**src/e2e_pkg.sv**
```systemverilog
// Shared types, constants and the arctangent table for the ecliptic to equatorial converter.
package e2e_pkg;

    // Number of CORDIC iterations in each rotation and vectoring chain.
    localparam int CORDIC_STAGES = 24;
    localparam int STAGE_IDX_W = 5;

    // One digit pair of the square root per cell: 32 result bits.
    localparam int SQRT_STEPS = 32;

    // Internal word widths.
    localparam int RW = 50;   // rotation operands, Q8.40
    localparam int EW = 34;   // residual obliquity angle
    localparam int CW = 34;   // rotated components back in Q8.24
    localparam int VW = 66;   // vectoring operands, scaled by 2^28
    localparam int SQW = 64;  // squared magnitudes
    localparam int REMW = 34; // square root remainder

    // Fixed-point constants.
    localparam logic signed [EW-1:0] OBL_BASE = 34'sd279641634;
    localparam logic signed [40:0] OBL_RATE = 41'sd278375;
    localparam logic signed [64:0] INV_GAIN = 65'sd2608131496;
    localparam int FRAC_EXTRA = 16;
    localparam int ANGLE_SCALE = 28;
    localparam logic [31:0] HALF_TURN = 32'h8000_0000;

    typedef struct packed {
        logic signed [RW-1:0] y;
        logic signed [RW-1:0] z;
        logic signed [EW-1:0] eps;
    } rot_t;

    typedef struct packed {
        logic [SQW-1:0] rad;
        logic [REMW-1:0] rem;
        logic [31:0] root;
    } sqrt_t;

    typedef struct packed {
        logic signed [VW-1:0] x;
        logic signed [VW-1:0] y;
        logic [31:0] ang;
    } vec_t;

    typedef struct packed {
        logic signed [31:0] x;
        logic signed [CW-1:0] y24;
        logic signed [CW-1:0] z24;
    } side_t;

    typedef struct packed {
        logic [31:0] dst;
        logic status;
        logic ra_zero;
        logic dec_zero;
    } info_t;

    typedef struct packed {
        logic [31:0] ra;
        logic [31:0] dec;
        logic [31:0] dst;
        logic status;
    } res_t;

    // Arctangent of 2^-k in units of 2^-32 turn.
    function automatic logic [31:0] atan_lut(input logic [STAGE_IDX_W-1:0] k);
        logic [31:0] v;
        case (k)
            5'd0: v = 32'h20000000;
            5'd1: v = 32'h12E4051E;
            5'd2: v = 32'h09FB385B;
            5'd3: v = 32'h051111D4;
            5'd4: v = 32'h028B0D43;
            5'd5: v = 32'h0145D7E1;
            5'd6: v = 32'h00A2F61E;
            5'd7: v = 32'h00517C55;
            5'd8: v = 32'h0028BE53;
            5'd9: v = 32'h00145F2F;
            5'd10: v = 32'h000A2F98;
            5'd11: v = 32'h000517CC;
            5'd12: v = 32'h00028BE6;
            5'd13: v = 32'h000145F3;
            5'd14: v = 32'h0000A2FA;
            5'd15: v = 32'h0000517D;
            5'd16: v = 32'h000028BE;
            5'd17: v = 32'h0000145F;
            5'd18: v = 32'h00000A30;
            5'd19: v = 32'h00000518;
            5'd20: v = 32'h0000028C;
            5'd21: v = 32'h00000146;
            5'd22: v = 32'h000000A3;
            5'd23: v = 32'h00000051;
            5'd24: v = 32'h00000029;
            5'd25: v = 32'h00000014;
            5'd26: v = 32'h0000000A;
            5'd27: v = 32'h00000005;
            5'd28: v = 32'h00000003;
            5'd29: v = 32'h00000001;
            5'd30: v = 32'h00000001;
            default: v = 32'h00000000;
        endcase
        return v;
    endfunction

endpackage

```
**src/e2e_sqrt_cell.sv**
```systemverilog
// One digit step of the integer square root: takes the next two radicand bits.
module e2e_sqrt_cell (
    input  logic clk,
    input  logic en,
    input  e2e_pkg::sqrt_t d,
    output e2e_pkg::sqrt_t q
);

    e2e_pkg::sqrt_t q_reg;
    e2e_pkg::sqrt_t q_next;
    logic [e2e_pkg::REMW+1:0] part;
    logic [e2e_pkg::REMW+1:0] trial;

    // Bring down two bits and subtract 4*root+1 when it fits.
    always_comb
    begin
        part = {d.rem, d.rad[e2e_pkg::SQW-1 -: 2]};
        trial = (e2e_pkg::REMW+2)'({d.root, 2'b01});
        q_next.rad = d.rad << 2;
        if (part >= trial)
        begin
            q_next.rem = e2e_pkg::REMW'(part - trial);
            q_next.root = {d.root[30:0], 1'b1};
        end
        else
        begin
            q_next.rem = part[e2e_pkg::REMW-1:0];
            q_next.root = {d.root[30:0], 1'b0};
        end
    end

    always_ff @(posedge clk)
    begin
        if (en)
        begin
            q_reg <= q_next;
        end
    end

    assign q = q_reg;

endmodule

```
**config.mk**
```make
export PLATFORM = sky130hd
export DESIGN_NAME = e2e_sqrt_cell
export DESIGN_NICKNAME = d
export VERILOG_FILES = /design/src/e2e_pkg.sv /design/src/e2e_sqrt_cell.sv
export SDC_FILE = /design/constraint.sdc
export NUM_CORES = 1
export LEC_CHECK = 0
export ABC_AREA = 1
export BUFFER_PORTS_ARGS = -buffer_cell sky130_fd_sc_hd__buf_2
export CAP_MARGIN = 40
export CORE_AREA = 2 2 117 119
export DETAILED_ROUTE_END_ITERATION = 10
export DIE_AREA = 0 0 119 121
export PLACE_DENSITY = 0.83
export SYNTH_ARGS = -nofsm -noshare
export SYNTH_HDL_FRONTEND = slang
export SYNTH_SLANG_ARGS = --single-unit
export TNS_END_PERCENT = 30
```
**constraint.sdc**
```tcl
create_clock -name clk -period 6.2 [get_ports clk]
set_input_delay 0.93 -clock clk [delete_from_list [all_inputs] [get_ports clk]]
set_output_delay 0.93 -clock clk [all_outputs]
set_load 0.02 [all_outputs]
```
==> impl_metrics.env <==
export IMPL_synth_cell_type_count=25
export IMPL_drive_gt1_frac=0.289
export IMPL_grt_pass1_vias=5670
export IMPL_place_congestion=0.938
export IMPL_postSynthAreaPerCell_um2=8.90
export IMPL_fin_crit_ns=2.92
export IMPL_maxCapViolations=0
export IMPL_grt_max_degree=73
export IMPL_htree_num_levels=4
export IMPL_grt_busiest_layer="met2"
export IMPL_postCtsSetupBuffers=0
export IMPL_synthCells=775
export IMPL_crit_path_max_fanout=37
export IMPL_portBuffers=259
export IMPL_critPathCaptureType="flip-flop"
export IMPL_leakage_nw=4.63
export IMPL_cp_slowest_cell="inv_4"
export IMPL_postCtsResizedCells=0
export IMPL_tns_ns=0
export IMPL_nNetsFinal=1213
export IMPL_slew_limit_headroom=0.419
export IMPL_arrival_ns=3.20
export IMPL_cp_required_ns=6.48
export IMPL_area_growth_syn_to_layout_pct=30.0
export IMPL_routed_wl_um=19200
export IMPL_outcome="finished clean"
export IMPL_hpwl_um=14900
export IMPL_viasPerCell=4.81
export IMPL_drv_slew=0
export IMPL_cts_sinks=128
export IMPL_timing_fmax_mhz=342
export IMPL_clkSlewWorstSetupHoldPaths_ns=0.06
export IMPL_clockRootBuffer="clkbuf_16"
export IMPL_first_pass_iters=5
export IMPL_largest_reg_flops=128
export IMPL_grt_use_met1=0.309
export IMPL_rsz0062_at_grt="false"
export IMPL_irDropWorstVdd_uv=158
export IMPL_yosysSeqAreaShare=0.557
export IMPL_overflow=0
export IMPL_cts_tree="yes"
export IMPL_crit_family="simple AND/OR/NAND/NOR gates"
export IMPL_die_y_um=121
export IMPL_setup_viol=0
export IMPL_final_hold_violation_count=0
export IMPL_grt_first_pass_wirelength_um=28900
export IMPL_crit_top_cell="nand2_1"
export IMPL_crit_buf_inv=3
export IMPL_die_area_um2=14400
export IMPL_crit_path_start_kind="input pin"
export IMPL_gr_usage_met2=0.478
export IMPL_tightestPinTransition_ns=0.872
export IMPL_slowest_delay_ns=0.39
export IMPL_clock_path_buffers=2
export IMPL_die_x_um=119
export IMPL_num_rows=42
export IMPL_drcViolationCount=0
export IMPL_use_met3=0.0597
export IMPL_syn_cell_area_um2=6900
export IMPL_initial_core_util=0.527
export IMPL_routedWlPerCell_um=15.5
export IMPL_initialDrtViolationCount=364
export IMPL_fill_cells=1076
export IMPL_yosys_warnings=0
export IMPL_hold_class="input pin to flip-flop"
export IMPL_cts_hold_fix_buffers=0
export IMPL_vias=5955
export IMPL_path_cells="buf_2 -> inv_1 -> ha_1 -> a21oi_1 -> and2_1 -> nand2_1 -> a21oi_1 -> nand2_1 -> nand2_1 -> nand2_4 -> inv_4 -> nand2_1 -> nand2_1"
export IMPL_track_usage=0.264
export IMPL_ios=262
export IMPL_min_period_over_period=0.471
export IMPL_power_density_nw_per_um2=296
export IMPL_timing_hold_ws_ns=0.686
export IMPL_ys_seq_elements=128
export IMPL_cts_buffers=17
export IMPL_antenna_found_initial=1
export IMPL_criticalPathCategory="input pin to flip-flop"
export IMPL_core_region_area_um2=13100
export IMPL_ant_nets=0
synth_stat cells:
cell type  instances  share of area
nor2_2             8         0.0073
nand2_1          288           0.16
nand2_4            1         0.0016
buf_4              5         0.0054
nor2_1            49          0.027
inv_1            139          0.076
buf_6              3         0.0049
o21ai_0           13         0.0094
nand3_1           38          0.028
conb_1             1        0.00054
edfxtp_1         128           0.56
o21bai_1           3         0.0033
inv_4              1        0.00091
nor3_1             3         0.0022
nand2_2            2         0.0018
ha_1              34          0.062
xnor2_1            3         0.0038
a21oi_2            1         0.0013
nand3_2            1         0.0015
or2_2              1        0.00091
nand3b_1           4         0.0044
xor2_1            15          0.019
and2_1             3         0.0027
nand4_1            6         0.0054
a21oi_1           25          0.018
cell type report:
class	count	area [um^2]	share of cell area
clock buffers	18	429	0.0478
diodes	1	2.50	0.000279
flip-flops and latches	128	3840	0.429
multi-input cells	500	2460	0.274
clock inverters	14	181	0.0202
repair buffers	260	1310	0.146
inverters	140	528	0.0589
well taps	176	220	0.0246
cell families after synthesis:
family | after synthesis | share of synthesized area
flip-flops | 128 | 0.557
XOR/XNOR | 18 | 0.0229
AND/OR/NAND/NOR | 404 | 0.239
adder cells (fa/ha/maj) | 34 | 0.0617
other | 1 | 0.000544
AO/OA/AOI/OAI | 42 | 0.0321
buffers and inverters | 148 | 0.0869
worst paths after layout:
check / cells past startpoint / end / startpoint / slack [ns]
worst max-delay path: 13 / q[42] / d[25] / 3.28
worst min-delay path: 1 / q[99] / d[97] / 0.69
cell usage in the layout (no fill, tap or decap), drive strengths merged:
master / instances
nand2: 291
buf: 260
inv: 144
edfxtp: 128
nor2: 57
nand3: 39
ha: 34
a21oi: 26
clkbuf: 18
xor2: 15
o21ai: 13
nand4: 6
clkinv: 6
nand3b: 4
and2: 3
nor3: 3
o21bai: 3
xnor2: 3
bufinv: 3
conb: 2
diode: 1
or2: 1
clkinvlp: 1
where the power goes:
part	internal (mW)	total [mW]	switching, mW
Clock	0.639	1.03	0.387
Sequential	1.06	1.08	0.0217
Combinational	0.182	0.552	0.370
metrics by stage:
step	total power [mW]	utilization	std cells	area, um^2	worst slack (ns)
global placement	1.64	0.639	1204	8360	2.93
finish	2.66	0.686	1237	8970	3.28
CTS	2.67	0.685	1236	8970	3.25
detailed placement	1.65	0.639	1204	8360	2.88
global route	2.76	0.686	1237	8970	3.01
floorplan	1.44	-	776	6900	3.62
per-layer routing:
layer  up-vias  share of wire
met2       227           0.52
met5         -              0
met3        27          0.064
met1      2689           0.40
met4         0          0.020
li1       3012              -
Power figures use the tool's default switching activity.
