**config.mk**
```make
export PLATFORM = sky130hd
export DESIGN_NAME = e2e_rot_cell
export DESIGN_NICKNAME = d
export VERILOG_FILES = /design/src/e2e_pkg.sv /design/src/e2e_rot_cell.sv
export SDC_FILE = /design/constraint.sdc
export NUM_CORES = 1
export LEC_CHECK = 0
export ABC_CLOCK_PERIOD_IN_PS = 10300
export BUFFER_PORTS_ARGS = -buffer_cell sky130_fd_sc_hd__buf_2
export CAP_MARGIN = 20
export CORE_MARGIN = 2
export CORE_UTILIZATION = 45
export CTS_BUF_LIST = sky130_fd_sc_hd__clkbuf_8 sky130_fd_sc_hd__clkbuf_16
export DETAILED_ROUTE_END_ITERATION = 6
export SETUP_SLACK_MARGIN = 0.1
export SYNTH_ARGS = -nofsm -noshare
export SYNTH_HDL_FRONTEND = slang
export SYNTH_SLANG_ARGS = --single-unit
```
**constraint.sdc**
```tcl
create_clock -name clk -period 10.3 [get_ports clk]
set_clock_uncertainty 0.15 [all_clocks]
set_input_delay 2.06 -clock clk [delete_from_list [all_inputs] [get_ports clk]]
set_output_delay 2.06 -clock clk [all_outputs]
set_load 0.05 [all_outputs]
```
**src/e2e_pkg.sv**
```systemverilog
// Shared types, constants and the arctangent table for the ecliptic to equatorial converter.
package e2e_pkg;

    // Number of CORDIC iterations in each rotation and vectoring chain.
    localparam int CORDIC_STAGES = 24;
    localparam int STAGE_IDX_W = 5;

    // One digit pair of the square root per cell: 32 result bits.
    localparam int SQRT_STEPS = 32;

    // Internal word widths.
    localparam int RW = 50;   // rotation operands, Q8.40
    localparam int EW = 34;   // residual obliquity angle
    localparam int CW = 34;   // rotated components back in Q8.24
    localparam int VW = 66;   // vectoring operands, scaled by 2^28
    localparam int SQW = 64;  // squared magnitudes
    localparam int REMW = 34; // square root remainder

    // Fixed-point constants.
    localparam logic signed [EW-1:0] OBL_BASE = 34'sd279641634;
    localparam logic signed [40:0] OBL_RATE = 41'sd278375;
    localparam logic signed [64:0] INV_GAIN = 65'sd2608131496;
    localparam int FRAC_EXTRA = 16;
    localparam int ANGLE_SCALE = 28;
    localparam logic [31:0] HALF_TURN = 32'h8000_0000;

    typedef struct packed {
        logic signed [RW-1:0] y;
        logic signed [RW-1:0] z;
        logic signed [EW-1:0] eps;
    } rot_t;

    typedef struct packed {
        logic [SQW-1:0] rad;
        logic [REMW-1:0] rem;
        logic [31:0] root;
    } sqrt_t;

    typedef struct packed {
        logic signed [VW-1:0] x;
        logic signed [VW-1:0] y;
        logic [31:0] ang;
    } vec_t;

    typedef struct packed {
        logic signed [31:0] x;
        logic signed [CW-1:0] y24;
        logic signed [CW-1:0] z24;
    } side_t;

    typedef struct packed {
        logic [31:0] dst;
        logic status;
        logic ra_zero;
        logic dec_zero;
    } info_t;

    typedef struct packed {
        logic [31:0] ra;
        logic [31:0] dec;
        logic [31:0] dst;
        logic status;
    } res_t;

    // Arctangent of 2^-k in units of 2^-32 turn.
    function automatic logic [31:0] atan_lut(input logic [STAGE_IDX_W-1:0] k);
        logic [31:0] v;
        case (k)
            5'd0: v = 32'h20000000;
            5'd1: v = 32'h12E4051E;
            5'd2: v = 32'h09FB385B;
            5'd3: v = 32'h051111D4;
            5'd4: v = 32'h028B0D43;
            5'd5: v = 32'h0145D7E1;
            5'd6: v = 32'h00A2F61E;
            5'd7: v = 32'h00517C55;
            5'd8: v = 32'h0028BE53;
            5'd9: v = 32'h00145F2F;
            5'd10: v = 32'h000A2F98;
            5'd11: v = 32'h000517CC;
            5'd12: v = 32'h00028BE6;
            5'd13: v = 32'h000145F3;
            5'd14: v = 32'h0000A2FA;
            5'd15: v = 32'h0000517D;
            5'd16: v = 32'h000028BE;
            5'd17: v = 32'h0000145F;
            5'd18: v = 32'h00000A30;
            5'd19: v = 32'h00000518;
            5'd20: v = 32'h0000028C;
            5'd21: v = 32'h00000146;
            5'd22: v = 32'h000000A3;
            5'd23: v = 32'h00000051;
            5'd24: v = 32'h00000029;
            5'd25: v = 32'h00000014;
            5'd26: v = 32'h0000000A;
            5'd27: v = 32'h00000005;
            5'd28: v = 32'h00000003;
            5'd29: v = 32'h00000001;
            5'd30: v = 32'h00000001;
            default: v = 32'h00000000;
        endcase
        return v;
    endfunction

endpackage

```
**src/e2e_rot_cell.sv**
```systemverilog
// One rotation-mode CORDIC iteration that turns the y/z pair towards the obliquity.
module e2e_rot_cell (
    input  logic clk,
    input  logic en,
    input  logic [e2e_pkg::STAGE_IDX_W-1:0] k,
    input  e2e_pkg::rot_t d,
    output e2e_pkg::rot_t q
);

    e2e_pkg::rot_t q_reg;
    e2e_pkg::rot_t q_next;
    logic signed [e2e_pkg::RW-1:0] y_in;
    logic signed [e2e_pkg::RW-1:0] z_in;
    logic signed [e2e_pkg::EW-1:0] eps_in;
    logic signed [e2e_pkg::EW-1:0] step;

    // Rotate by plus or minus atan(2^-k) according to the sign of the residual angle.
    always_comb
    begin
        y_in = d.y;
        z_in = d.z;
        eps_in = d.eps;
        step = $signed({2'b00, e2e_pkg::atan_lut(k)});
        if (!eps_in[e2e_pkg::EW-1])
        begin
            q_next.y = y_in - (z_in >>> k);
            q_next.z = z_in + (y_in >>> k);
            q_next.eps = eps_in - step;
        end
        else
        begin
            q_next.y = y_in + (z_in >>> k);
            q_next.z = z_in - (y_in >>> k);
            q_next.eps = eps_in + step;
        end
    end

    always_ff @(posedge clk)
    begin
        if (en)
        begin
            q_reg <= q_next;
        end
    end

    assign q = q_reg;

endmodule

```
==> impl_results.md <==
- Layout cell share with drive strength beyond 1: 21.75%
- DRC: 0
- Vias in the first global route: roughly 22000
- Top Ports: approximately 280
- Via density: about 6.7
- CP Cell Sequence: clkbuf_8 > buf_12 > nor2_1 > mux2i_1 > mux2i_1 > a22o_1 > nor4_1 > nor2b_1 > and3_1 > nor2_1 > xor2_1 > ha_1 > a2111oi_0 > o21ai_0 > o21ai_0 > o211ai_1 > o311ai_0 > buf_4 > a21oi_1 > a221o_1 > or3_1 > a31oi_1 > xnor2_1
- CP max stage delay: 0.72 ns
- Unrepaired setup endpoints after global routing: false
- Critical path's slowest cell: nor2_1
- Worst-path clk slew: approximately 0.06 ns
- Largest register FFs: 134
- Most frequent cells in the layout: buf_2 (267), a21oi_1 (210), nand2_1 (200), nor2_1 (194), xnor2_1 (142)
- Synthesized area: 22050 um^2
- Via count: roughly 22000
- Final Wtd Congestion: 1.014
- Max Cap Viol: 0
- Worst Path Max Fanout: 81
- Initial drt markers: 2567
- Total track usage: 35.06%
- Worst slew pin tran: 1.143 ns
- Initial antenna violation count: 0
- Busiest layer in global routing: met2
- Synth top area share: 18.25%
- Die width: 225.4 um
- First-pass GRT wire length: 134200 um
- Syn nets: around 2800
- Port buffer count: 274
- Gr ovfl total: 0
- Largest cells by area after synthesis: edfxtp_1 (18%), mux4_2 (14%), ha_1 (8.0%)
- Setup-failing EPs final: 0
- Hold path start: d[84]
- Top delay family on crit path: simple AND/OR/NAND/NOR gates
- Met2 Use GR: approximately 52%
- Post-DP Area: 23960 um^2
- Grt met3 use: a little under a tenth
- Pins Over Slew Limit: 0
- Design Area, Final: 24510 um^2
- Post-Route WL: 89730 um
- Peak VDD IR: 0.1109 mV
- Status: complete, no violations
- CTS hold repair buffers: 0
- Unique masters post-synth: 89
- Most common cell after layout, fill and taps aside: buf_2
- # diodes: 0
- Mapped Cells: 2498
- Number of flops mapped to enable cells by yosys: 134
- Die ar.: ~51000 um^2
- Post-synthesis area per instance: between 8 and 9 um^2
- Buffer depth of the longest clock path: 2
- Max H-tree Level: 4
- Initial Util: between 40% and 50%
- Final Critical Period: 8.890 ns
- Critical path endpoint category: flop
- Smallest hold slack: 1.749 ns
- Critical Path AT: ~9.0 ns
- TritonCTS clock tree: built
- Drt pass-1 iters: 7
- CTS Sinks: 134
- TritonCTS Buffers: 17
- YS warnings: 0
- DP Wirelength: 68920 um
- Power Dens Cells: 164.9 nW/um^2
- P_leak: between 9 and 10 nW
- Post-synthesis sequential area ratio: between 10% and 20%
- Post-CTS Setup Bufs: 0
- Synth Flop Type: edfxtp_1
- CTS root buffer: clkbuf_16
- Pin count of the biggest net entering global routing: 82
- Crit Path Class: input pin to flop
- Nets: 2971
- Cell Rows: 81
- Setup crit start: k[2]
- Worst Path Required: 10.39 ns
- Max-Slew Margin vs Limit: a little under a quarter
- Final hold vios: 0
- Post-CTS Resized: 0
- Area Growth Syn to Fin: 11.15%
- GRT met1 Usage: a little under half
- Asr flop ratio synth: 0%
- Fmax: around 0.11 GHz
- Die Y: ~230 um
- Setup tns final: 0 ns
- Critical Path Start Type: input pin
- CP bufs+invs: 3
- Core ar.: 48650 um^2
- Leading area contributor after synthesis: edfxtp_1
- Worst min path class: input pin to flop
- Fin crit share: 86.31%
- Final Core Density: between 50% and 60%
- Post-route ant nets: 0
- Count of state elements after synthesis: about 130
- Wire length per cell: between 20 and 30 um
cells in the mapped netlist, types with 24 or more instances:
cell type	number
a211oi_1	31
a21o_1	67
a21oi_1	210
a31oi_1	51
and2_1	33
and3_1	27
buf_2	39
clkbuf_1	80
edfxtp_1	134
ha_1	141
inv_1	56
mux2_2	66
mux2i_1	92
mux4_2	133
nand2_1	200
nand2b_1	26
nand3_1	50
nor2_1	195
nor2b_1	31
nor3_1	51
o21a_1	27
o21ai_0	132
o22ai_1	24
xnor2_1	142
xor2_1	93
area by class of cell:
type | instances | area [um^2]
repair buffers | 328 | 1871
well taps | 622 | 778.2
flip-flops and latches | 134 | 4024
inverters | 58 | 217.7
fillers | 4680 | 24140
clock buffers | 17 | 425.4
clock inverters | 15 | 127.6
multi-input cells | 2147 | 17070
path summary, 6_finish.rpt:
| check | endpoint | slack [ns] | cells after the start |
|---|---|---|---|
| worst max-delay path | q[79] | 1.41 | 23 |
| worst min-delay path | q[84] | 1.75 | 2 |
power by group:
group / leakage [nW] / internal [W] / switching (W)
combinational: 8.25 / 0.000840 / 0.00173
clock: 0.299 / 0.000347 / 0.000256
sequential: 1.31 / 0.000832 / 0.0000362
cell families (layout without fill, tap and decap cells):
family	Yosys count	in the layout	synth area share, %
flops	134	134	18.25
xor+xnor	235	235	9.333
fa+ha+maj	144	144	8.272
compound gates	767	767	22.85
mux	291	291	21.13
buf+inv	217	418	4.426
simple gates	710	710	15.74
stage by stage:
step | total power, W | worst slack (ns) | cells
after floorplan | 0.002754 | 1.704 | 2498
after global placement | 0.003389 | 0.9852 | 3289
after detailed placement | 0.003390 | 0.9601 | 3289
after CTS | 0.004020 | 1.459 | 3321
after global routing | 0.004257 | 0.8224 | 3321
final | 0.004042 | 1.410 | 3321
routing by layer:
metal	wire [um]	part of all wire, %
met1	38270	43
met3	9616	11
met2	38070	42
met5	0	0
met4	3773	4.2
No activity file was read; power rests on OpenSTA's default activity.
