$ cat config.mk
export PLATFORM = sky130hd
export DESIGN_NAME = e2e_vec_cell
export DESIGN_NICKNAME = d
export VERILOG_FILES = /design/src/e2e_pkg.sv /design/src/e2e_vec_cell.sv
export SDC_FILE = /design/constraint.sdc
export NUM_CORES = 1
export LEC_CHECK = 0
export ABC_AREA = 1
export ABC_CLOCK_PERIOD_IN_PS = 11500
export BUFFER_PORTS_ARGS = -buffer_cell sky130_fd_sc_hd__buf_2
export CORE_ASPECT_RATIO = 2
export CORE_MARGIN = 4
export CORE_UTILIZATION = 45
export CTS_BUF_LIST = sky130_fd_sc_hd__clkbuf_16
export CTS_CLUSTER_SIZE = 16
export DETAILED_ROUTE_END_ITERATION = 10
export GPL_TIMING_DRIVEN = 0
export PLACE_DENSITY = 0.73
export SKIP_LAST_GASP = 1
export SYNTH_ARGS = -nofsm -noshare
export SYNTH_HDL_FRONTEND = slang
export SYNTH_SLANG_ARGS = --single-unit
$ cat constraint.sdc
create_clock -name clk -period 11.5 [get_ports clk]
set_input_delay 2.3 -clock clk [delete_from_list [all_inputs] [get_ports clk]]
set_output_delay 2.3 -clock clk [all_outputs]
set_load 0.01 [all_outputs]
$ cat src/e2e_pkg.sv
// Shared types, constants and the arctangent table for the ecliptic to equatorial converter.
package e2e_pkg;

    // Number of CORDIC iterations in each rotation and vectoring chain.
    localparam int CORDIC_STAGES = 24;
    localparam int STAGE_IDX_W = 5;

    // One digit pair of the square root per cell: 32 result bits.
    localparam int SQRT_STEPS = 32;

    // Internal word widths.
    localparam int RW = 50;   // rotation operands, Q8.40
    localparam int EW = 34;   // residual obliquity angle
    localparam int CW = 34;   // rotated components back in Q8.24
    localparam int VW = 66;   // vectoring operands, scaled by 2^28
    localparam int SQW = 64;  // squared magnitudes
    localparam int REMW = 34; // square root remainder

    // Fixed-point constants.
    localparam logic signed [EW-1:0] OBL_BASE = 34'sd279641634;
    localparam logic signed [40:0] OBL_RATE = 41'sd278375;
    localparam logic signed [64:0] INV_GAIN = 65'sd2608131496;
    localparam int FRAC_EXTRA = 16;
    localparam int ANGLE_SCALE = 28;
    localparam logic [31:0] HALF_TURN = 32'h8000_0000;

    typedef struct packed {
        logic signed [RW-1:0] y;
        logic signed [RW-1:0] z;
        logic signed [EW-1:0] eps;
    } rot_t;

    typedef struct packed {
        logic [SQW-1:0] rad;
        logic [REMW-1:0] rem;
        logic [31:0] root;
    } sqrt_t;

    typedef struct packed {
        logic signed [VW-1:0] x;
        logic signed [VW-1:0] y;
        logic [31:0] ang;
    } vec_t;

    typedef struct packed {
        logic signed [31:0] x;
        logic signed [CW-1:0] y24;
        logic signed [CW-1:0] z24;
    } side_t;

    typedef struct packed {
        logic [31:0] dst;
        logic status;
        logic ra_zero;
        logic dec_zero;
    } info_t;

    typedef struct packed {
        logic [31:0] ra;
        logic [31:0] dec;
        logic [31:0] dst;
        logic status;
    } res_t;

    // Arctangent of 2^-k in units of 2^-32 turn.
    function automatic logic [31:0] atan_lut(input logic [STAGE_IDX_W-1:0] k);
        logic [31:0] v;
        case (k)
            5'd0: v = 32'h20000000;
            5'd1: v = 32'h12E4051E;
            5'd2: v = 32'h09FB385B;
            5'd3: v = 32'h051111D4;
            5'd4: v = 32'h028B0D43;
            5'd5: v = 32'h0145D7E1;
            5'd6: v = 32'h00A2F61E;
            5'd7: v = 32'h00517C55;
            5'd8: v = 32'h0028BE53;
            5'd9: v = 32'h00145F2F;
            5'd10: v = 32'h000A2F98;
            5'd11: v = 32'h000517CC;
            5'd12: v = 32'h00028BE6;
            5'd13: v = 32'h000145F3;
            5'd14: v = 32'h0000A2FA;
            5'd15: v = 32'h0000517D;
            5'd16: v = 32'h000028BE;
            5'd17: v = 32'h0000145F;
            5'd18: v = 32'h00000A30;
            5'd19: v = 32'h00000518;
            5'd20: v = 32'h0000028C;
            5'd21: v = 32'h00000146;
            5'd22: v = 32'h000000A3;
            5'd23: v = 32'h00000051;
            5'd24: v = 32'h00000029;
            5'd25: v = 32'h00000014;
            5'd26: v = 32'h0000000A;
            5'd27: v = 32'h00000005;
            5'd28: v = 32'h00000003;
            5'd29: v = 32'h00000001;
            5'd30: v = 32'h00000001;
            default: v = 32'h00000000;
        endcase
        return v;
    endfunction

endpackage

$ cat src/e2e_vec_cell.sv
// One vectoring-mode CORDIC iteration that drives y to zero and accumulates the angle.
module e2e_vec_cell (
    input  logic clk,
    input  logic en,
    input  logic [e2e_pkg::STAGE_IDX_W-1:0] k,
    input  e2e_pkg::vec_t d,
    output e2e_pkg::vec_t q
);

    e2e_pkg::vec_t q_reg;
    e2e_pkg::vec_t q_next;
    logic signed [e2e_pkg::VW-1:0] x_in;
    logic signed [e2e_pkg::VW-1:0] y_in;

    // A strictly positive y turns the vector clockwise, anything else anticlockwise.
    always_comb
    begin
        x_in = d.x;
        y_in = d.y;
        if (!y_in[e2e_pkg::VW-1] && (y_in != '0))
        begin
            q_next.x = x_in + (y_in >>> k);
            q_next.y = y_in - (x_in >>> k);
            q_next.ang = d.ang + e2e_pkg::atan_lut(k);
        end
        else
        begin
            q_next.x = x_in - (y_in >>> k);
            q_next.y = y_in + (x_in >>> k);
            q_next.ang = d.ang - e2e_pkg::atan_lut(k);
        end
    end

    always_ff @(posedge clk)
    begin
        if (en)
        begin
            q_reg <= q_next;
        end
    end

    assign q = q_reg;

endmodule

==> impl_metrics.csv, run 1 <==
group,metric,value,unit
run_status,status,"did not finish",
run_status,haltStage,"global routing",
run_status,stop_error,"[ERROR GRT-0116] Global routing finished with congestion. Check the congestion regions in the DRC Viewer.",
synth,synth_edf_count,164,
floorplanning,io_pins,335,
place,hpwl,161600,um
grt,overflow,61,
synth,synth_nets,5434,
clock_network,clock_sinks,164,
floorplanning,die_w,187.7,um
floorplanning,die_h,367.4,um
clock_network,postCtsHoldBufs,0,
floorplanning,rows,131,
place,gp_congestion,1.196,
clock_network,htreeDepth,4,
synth,yosysWarnings,0,
synth,synthCells,5089,
clock_network,cts_setup_buffers,0,
synth,syn_area_per_cell,5.712,um^2
synth,yosysTopAreaCell,"nand2_1",
synth,seq_area_frac_synth,16.94,%
grt,grt_pass1_vias,42730,
place,numPortBuffers,331,
synth,netlist_area,29070,um^2
synth,yosys_most_used_dff,"edfxtp_1",
grt,grt_usage,59.15,%
synth,yosys.area.top_type_share,21.02,%
clock_network,ctsResizeCount,0,
floorplanning,start_util,45.47,%
clock_network,cts_buffers,17,
clock_network,cts_buffer_depth,2,
grt,grt_max_degree,84,
clock_network,cts-root-buf,"clkbuf_16",
synth,synth.distinct_cells,53,
synth,async_flop_share,0,%
synth,ys_seq_elements,164,
grt,grt_pass1_wl,298900,um
synth,synthTopCellsByArea,"nand2_1 21%, edfxtp_1 17%, nand3_1 15%, ha_1 7.4%, nor2_1 6.7%",
==> metal layers <==
| metal | overflow | track usage, % |
|---|---|---|
| met1 | 0 | 54.16 |
| met2 | 33 | 88.87 |
| met3 | 0 | 26.02 |
| met4 | 28 | 71.56 |
| met5 | 0 | 1.923 |
==> through the flow <==
stage          utilization [%]  hold WS [ns]  instance area, um^2  instances  setup slack (ns)
3_3_place_gp             49.63         2.602                31720       6218             1.650
3_5_place_dp             49.68         2.605                31760       6219             1.622
4_1_cts                  50.60         2.057                32350       6251             2.186
2_1_floorplan                -         2.413                29070       5089             5.036
==> cell families after synthesis <==
group	Yosys count	synth area share, %
compound gates	662	12.75
xor+xnor	244	7.352
fa+ha+maj	174	7.567
buf+inv	694	9.612
flops	164	16.94
simple gates	3151	45.77
==> synth_stat cells (15+ instances only) <==
master / instances
a21boi_0: 16
a21o_1: 20
a21oi_1: 289
a31oi_1: 61
buf_1: 30
buf_2: 62
buf_4: 15
clkbuf_1: 50
edfxtp_1: 164
ha_1: 171
inv_1: 505
inv_2: 23
nand2_1: 1628
nand3_1: 852
nand3b_1: 18
nand4_1: 36
nor2_1: 516
nor3_1: 40
nor4_1: 27
o21a_1: 21
o21ai_0: 164
o21ai_1: 40
xnor2_1: 78
xor2_1: 166
==> run 2, diff against run 1 <==
CORE_ASPECT_RATIO = unset   (was 2)
CORE_UTILIZATION = 30   (was 45)
CTS_BUF_LIST = unset   (was sky130_fd_sc_hd__clkbuf_16)
CTS_CLUSTER_SIZE = unset   (was 16)
PLACE_DENSITY = unset   (was 0.73)
PLACE_DENSITY_LB_ADDON = 0.15   (was unset)
==> run 2 against run 1 <==
Against the previous run:
- the flow now finishes, with violations (max-capacitance violations, max-slew violations)
- area after synthesis unchanged
- synthesized cell count did not move
==> impl_metrics.csv, run 2 <==
group,metric,value,unit
layout,final_common_cell,"nand2_1",
layout,seq_area,4925,um^2
critical_path,crit_path_top_delay_cell,"buf_1",
place,gp_congestion,1.051,
synth,synthTopCellsByArea,"nand2_1 21%, edfxtp_1 17%, nand3_1 15%, ha_1 7.4%, nor2_1 6.7%",
sta,setup_slack,1.960,ns
grt,overflow,0,
drt,drt_iter0_markers,3816,
critical_path,worstPathRequired,11.78,ns
synth,yosysWarnings,0,
sta,holdWs,2.098,ns
grt,grt_usage,36.11,%
critical_path,end_kind,"flop",
synth,synthTopCellsByCount,"1628 x nand2_1, 852 x nand3_1, 516 x nor2_1",
place,numPortBuffers,331,
hold_path,min_from,"d[98]",
synth,syn_area_per_cell,5.712,um^2
drt,vias_per_cell,5.605,
drt,wl,191800,um
sta,tns,0,ns
run_status,status,"finished with violations",
sta,setup_violations,0,
grt,antenna_found_initial,6,
hold_path,hp-class,"in2reg",
synth,synth.distinct_cells,53,
floorplanning,rows,113,
layout,largest_register_ffs,164,
drt,drt-pass1-iter-count,6,
power,leakage,16.04,nW
floorplanning,start_util,30.41,%
synth,async_flop_share,0,%
critical_path,path_buf_inv,3,
critical_path,cp-start-kind,"input pin",
drt,routedWlPerCell,28.52,um
synth,synthCells,5089,
synth,ys_seq_elements,164,
synth,seq_area_frac_synth,16.94,%
synth,yosysTopAreaCell,"nand2_1",
grt,grt_pass1_wl,265700,um
clock_network,clk_pin_slew,0.09,ns
hold_path,holdPathEnd,"q[98]",
power,power,4.124,mW
floorplanning,io_pins,335,
sta,maxSlewHeadroom,-2.871,%
layout,multiInputGateArea,21350,um^2
clock_network,cts_setup_buffers,0,
critical_path,path_class,"in2reg",
sta,hold_viol,0,
sta,tightest_slew,1.543,ns
clock_network,ctsResizeCount,0,
critical_path,cp_cell_sequence,"buf_2 -> nor4_1 -> nand3_1 -> nor4_1 -> nand2_1 -> nand2_1 -> buf_1 -> clkbuf_1 -> o21ai_0 -> ha_1 -> nand3_1 -> nand2_1 -> a21oi_1 -> o21ai_0 -> a21oi_1 -> o21ai_0 -> a21boi_0 -> o21ai_0 -> nand3_1 -> nand3_1 -> nand2_1",
power,ir_worst_vdd,0.1263,mV
floorplanning,core,95580,um^2
floorplanning,die_w,319.3,um
clock_network,cts_buffers,17,
place,dp_slack,1.529,ns
synth,netlist_area,29070,um^2
layout,fin_util,34.51,%
sta,rsz0062_at_grt,"false",
layout,fillers,11300,
clock_network,postCtsHoldBufs,0,
layout,syn_to_final_growth,13.48,%
sta,drv_slew,11,
layout,final_nets,5787,
floorplanning,die-area,101900,um^2
synth,synth_edf_count,164,
run_status,violations,"max-capacitance violations, max-slew violations",
place,hpwl,162700,um
clock_network,cts_tree,"yes",
layout,final_cell_mix,"1628 x nand2_1, 852 x nand3_1, 515 x nor2_1, 505 x inv_1, 392 x buf_2",
clock_network,htreeDepth,4,
grt,grt_max_degree,94,
clock_network,cts-root-buf,"clkbuf_16",
layout,drive_above_1_share,9.294,%
critical_path,critical_path.max_fanout,10,
clock_network,cts_buffer_depth,2,
sta,fmax,0.1048,GHz
drt,vias,37690,
critical_path,critical_path_arrival,9.82,ns
power,p_per_area,125.0,nW/um^2
synth,synth.most_common_cell,"nand2_1",
clock_network,clock_sinks,164,
run,drv_cap,1,
synth,synth_nets,5434,
hold_path,whs_path_depth,2,
sta,period_share,82.95,%
critical_path,crit_family,"compound AO/OA/AOI/OAI gates",
synth,yosys_most_used_dff,"edfxtp_1",
grt,grt_pass1_vias,36940,
synth,yosys.area.top_type_share,21.02,%
floorplanning,die_h,319.3,um
sta,fin_crit,9.540,ns
critical_path,crit_path_max_incr_delay,0.99,ns
drt,ant_nets,0,
drt,drc,0,
-- run 2: cell counts after synthesis --
No cell type changed its count.
-- run 2: area by class of cell --
type                       count  share of cell area (%)
buffer                       164                   2.431
sequential                   164                   14.93
clock inverter                15                  0.5424
clock buffer                  17                   1.290
timing repair buffer         334                   5.204
tap                         1265                   4.798
multi-input combinational   4231                   64.73
inverter                     530                   6.039
antenna                        5                 0.03793
-- run 2: logic make-up after synthesis --
family,Yosys count,share of synthesized area (%)
simple gates,3151,45.77
buf+inv,694,9.612
compound gates,662,12.75
xor+xnor,244,7.352
fa+ha+maj,174,7.567
flops,164,16.94
-- run 2: power by group --
| group | switching, mW | internal, mW |
|---|---|---|
| clock network | 0.333 | 0.311 |
| registers | 0.0363 | 0.895 |
| logic | 1.80 | 0.753 |
-- run 2: how the worst max path moves through the flow --
stage / start / endpoint / slack [ns] / depth (start not counted)
final: d[86] / q[147] / 1.96 / 21
after global routing: d[91] / q[147] / 1.76 / 21
after CTS: d[91] / q[147] / 2.09 / 21
after detailed placement: d[91] / q[147] / 1.53 / 21
after global placement: d[82] / q[97] / 1.43 / 20
after floorplan: k[1] / q[31] / 5.04 / 27
-- run 2: routing by layer --
metal	GRT usage, %	wire (um)	up-vias
met5	0	17	-
met4	23.79	15180	2
met3	4.743	12020	439
met2	60.23	88110	1670
met1	43.58	76490	17940
li1	-	-	17640
-- run 2: per-stage QoR --
stage / area (um^2) / std cells
6_report: 32990 / 6725
5_1_grt: 32980 / 6721
4_1_cts: 32970 / 6720
3_5_place_dp: 32370 / 6688
3_3_place_gp: 32310 / 6685
2_1_floorplan: 29070 / 5089
(Power assumes the default switching activity.)
==> run 3, diff against run 2 <==
ABC_CLOCK_PERIOD_IN_PS = 8860   (was 11500)
clock period = 8.86 ns   (was 11.5 ns; I/O delays follow)
==> run 3 against run 2 <==
Against the previous run:
- the run still ends with max-capacitance violations, max-slew violations left
- critical path type unchanged
- routed wire length is essentially flat
- clock power grew 30%
- global-route usage is the same
- worst hold slack lost 0.53 ns
- clock-buffer cell count is the same
- die area is the same
- power grew 30%
- first-iteration DRC count shrank 0.89%
- utilization is essentially flat
- worst setup slack lost 1.7 ns
==> impl_metrics.csv, run 3 (synthesis results as in run 2) <==
group,metric,value,unit
place,place_area,32370,um^2
place,gp_congestion,1.051,
floorplanning,start_util,30.41,%
power,p_per_area,162.3,nW/um^2
clock_network,cts_tree,"yes",
grt,grt_max_degree,94,
sta,fmax,0.1159,GHz
sta,rsz0062_at_grt,"false",
floorplanning,rows,113,
grt,overflow,0,
critical_path,path_buf_inv,3,
layout,syn_to_final_growth,13.50,%
grt,antenna_found_initial,6,
clock_network,clock_sinks,164,
sta,tightest_slew,1.544,ns
sta,holdWs,1.573,ns
critical_path,crit_path_max_incr_delay,0.96,ns
layout,fillers,11300,
layout,final_cell_mix,"1628 x nand2_1, 852 x nand3_1, 515 x nor2_1, 505 x inv_1, 392 x buf_2",
critical_path,cp_cell_sequence,"buf_2 -> nor4_1 -> nand3_1 -> nor4_1 -> nand2_1 -> nand2_1 -> clkdlybuf4s15_1 -> clkbuf_1 -> nand2_1 -> o21ai_0 -> fa_1 -> nand3_1 -> nand2_1 -> a21oi_1 -> o21ai_1 -> a21boi_0 -> o21ai_1 -> a21oi_1 -> o21ai_0 -> nand3_1 -> nand3_1 -> nand2_1",
sta,hold_viol,0,
floorplanning,die_h,319.3,um
grt,grt_pass1_wl,265700,um
clock_network,htreeDepth,4,
place,numPortBuffers,331,
drt,ant_nets,0,
critical_path,cpMostUsedCell,"nand2_1",
layout,final_nets,5787,
drt,met3WireLength,11450,um
sta,maxSlewHeadroom,-2.951,%
critical_path,crit_family,"simple AND/OR/NAND/NOR gates",
layout,multiInputGateArea,21350,um^2
grt,grt_usage,36.11,%
sta,setup_violations,0,
critical_path,critical_path_arrival,8.90,ns
layout,largest_register_ffs,164,
sta,fin_crit,8.627,ns
floorplanning,io_pins,335,
drt,drt_iter0_markers,3782,
clock_network,cts_buffers,17,
layout,drive_above_1_share,9.313,%
clock_network,cts_buffer_depth,2,
floorplanning,die_w,319.3,um
layout,fin_area,32990,um^2
clock_network,clk_pin_slew,0.09,ns
grt,grt_pass1_vias,36940,
drt,routedWlPerCell,28.53,um
drt,dr_wl_met2,88410,um
drt,vias,37630,
drt,top_layer_used,"met5",
drt,wl_met1,77130,um
sta,period_share,97.37,%
hold_path,hp-class,"in2reg",
place,hpwl,162700,um
run_status,violations,"max-capacitance violations, max-slew violations",
critical_path,cp-start-kind,"input pin",
run_status,status,"finished with violations",
drt,wl,191800,um
critical_path,critical_path.max_fanout,10,
critical_path,end_kind,"flop",
layout,final_common_cell,"nand2_1",
power,ir_worst_vdd,0.1629,mV
power,leakage,16.05,nW
floorplanning,core,95580,um^2
clock_network,cts-root-buf,"clkbuf_16",
run,drv_cap,1,
floorplanning,die-area,101900,um^2
critical_path,worstPathRequired,9.13,ns
drt,drt-pass1-iter-count,6,
layout,seq_area,4925,um^2
critical_path,crit_path_top_delay_cell,"o21ai_0",
critical_path,path_class,"in2reg",
sta,drv_slew,11,
drt,vias_per_cell,5.598,
drt,drc,0,
## run 3: routing by layer
| layer | track usage (%) | vias to the layer above |
|---|---|---|
| li1 | - | 17620 |
| met1 | 43.58 | 17950 |
| met2 | 60.23 | 1625 |
| met3 | 4.743 | 432 |
| met4 | 23.79 | 6 |
| met5 | 0 | - |
## run 3: area by class of cell
cell class | instances | share of cell area, %
diodes | 2 | 0.01517
repair buffers | 334 | 5.203
flip-flops and latches | 164 | 14.93
clock inverters | 15 | 0.5423
inverters | 530 | 6.037
plain buffers | 164 | 2.473
multi-input cells | 4231 | 64.72
clock buffers | 17 | 1.289
well taps | 1265 | 4.797
## run 3: path summary, 6_finish.rpt
check | from | slack (ns) | to | cells past startpoint
worst min-delay path | d[98] | 1.57 | q[98] | 2
worst max-delay path | d[87] | 0.23 | q[158] | 22
## run 3: stage by stage
stage | setup TNS (ns) | power (mW) | cells | util (%) | worst slack [ns]
after global routing | 0 | 5.681 | 6721 | 34.52 | 0.02669
after CTS | 0 | 5.346 | 6720 | 34.51 | 0.02652
after global placement | -4.674 | 4.494 | 6685 | 33.80 | -0.6804
after detailed placement | -3.952 | 4.475 | 6688 | 33.87 | -0.5830
after floorplan | 0 | 3.169 | 5089 | - | 2.924
final | 0 | 5.353 | 6722 | 34.52 | 0.2333
## run 3: report_power, final
| group | leakage [nW] | switching [mW] | internal (mW) | total [mW] |
|---|---|---|---|---|
| combinational | 14.2 | 2.33 | 0.977 | 3.31 |
| sequential | 1.60 | 0.0471 | 1.16 | 1.21 |
| clock | 0.287 | 0.431 | 0.404 | 0.835 |
| total | 16.1 | 2.81 | 2.54 | 5.35 |
## run 3: repair_timing
item | 4_1_cts | 5_1_grt
gates resized for setup | 1 | 6
endpoints found under the hold margin | 0 | 0
hold buffers | 0 | 0
endpoints found under the setup margin | 1 | 12
setup buffers | 0 | 0
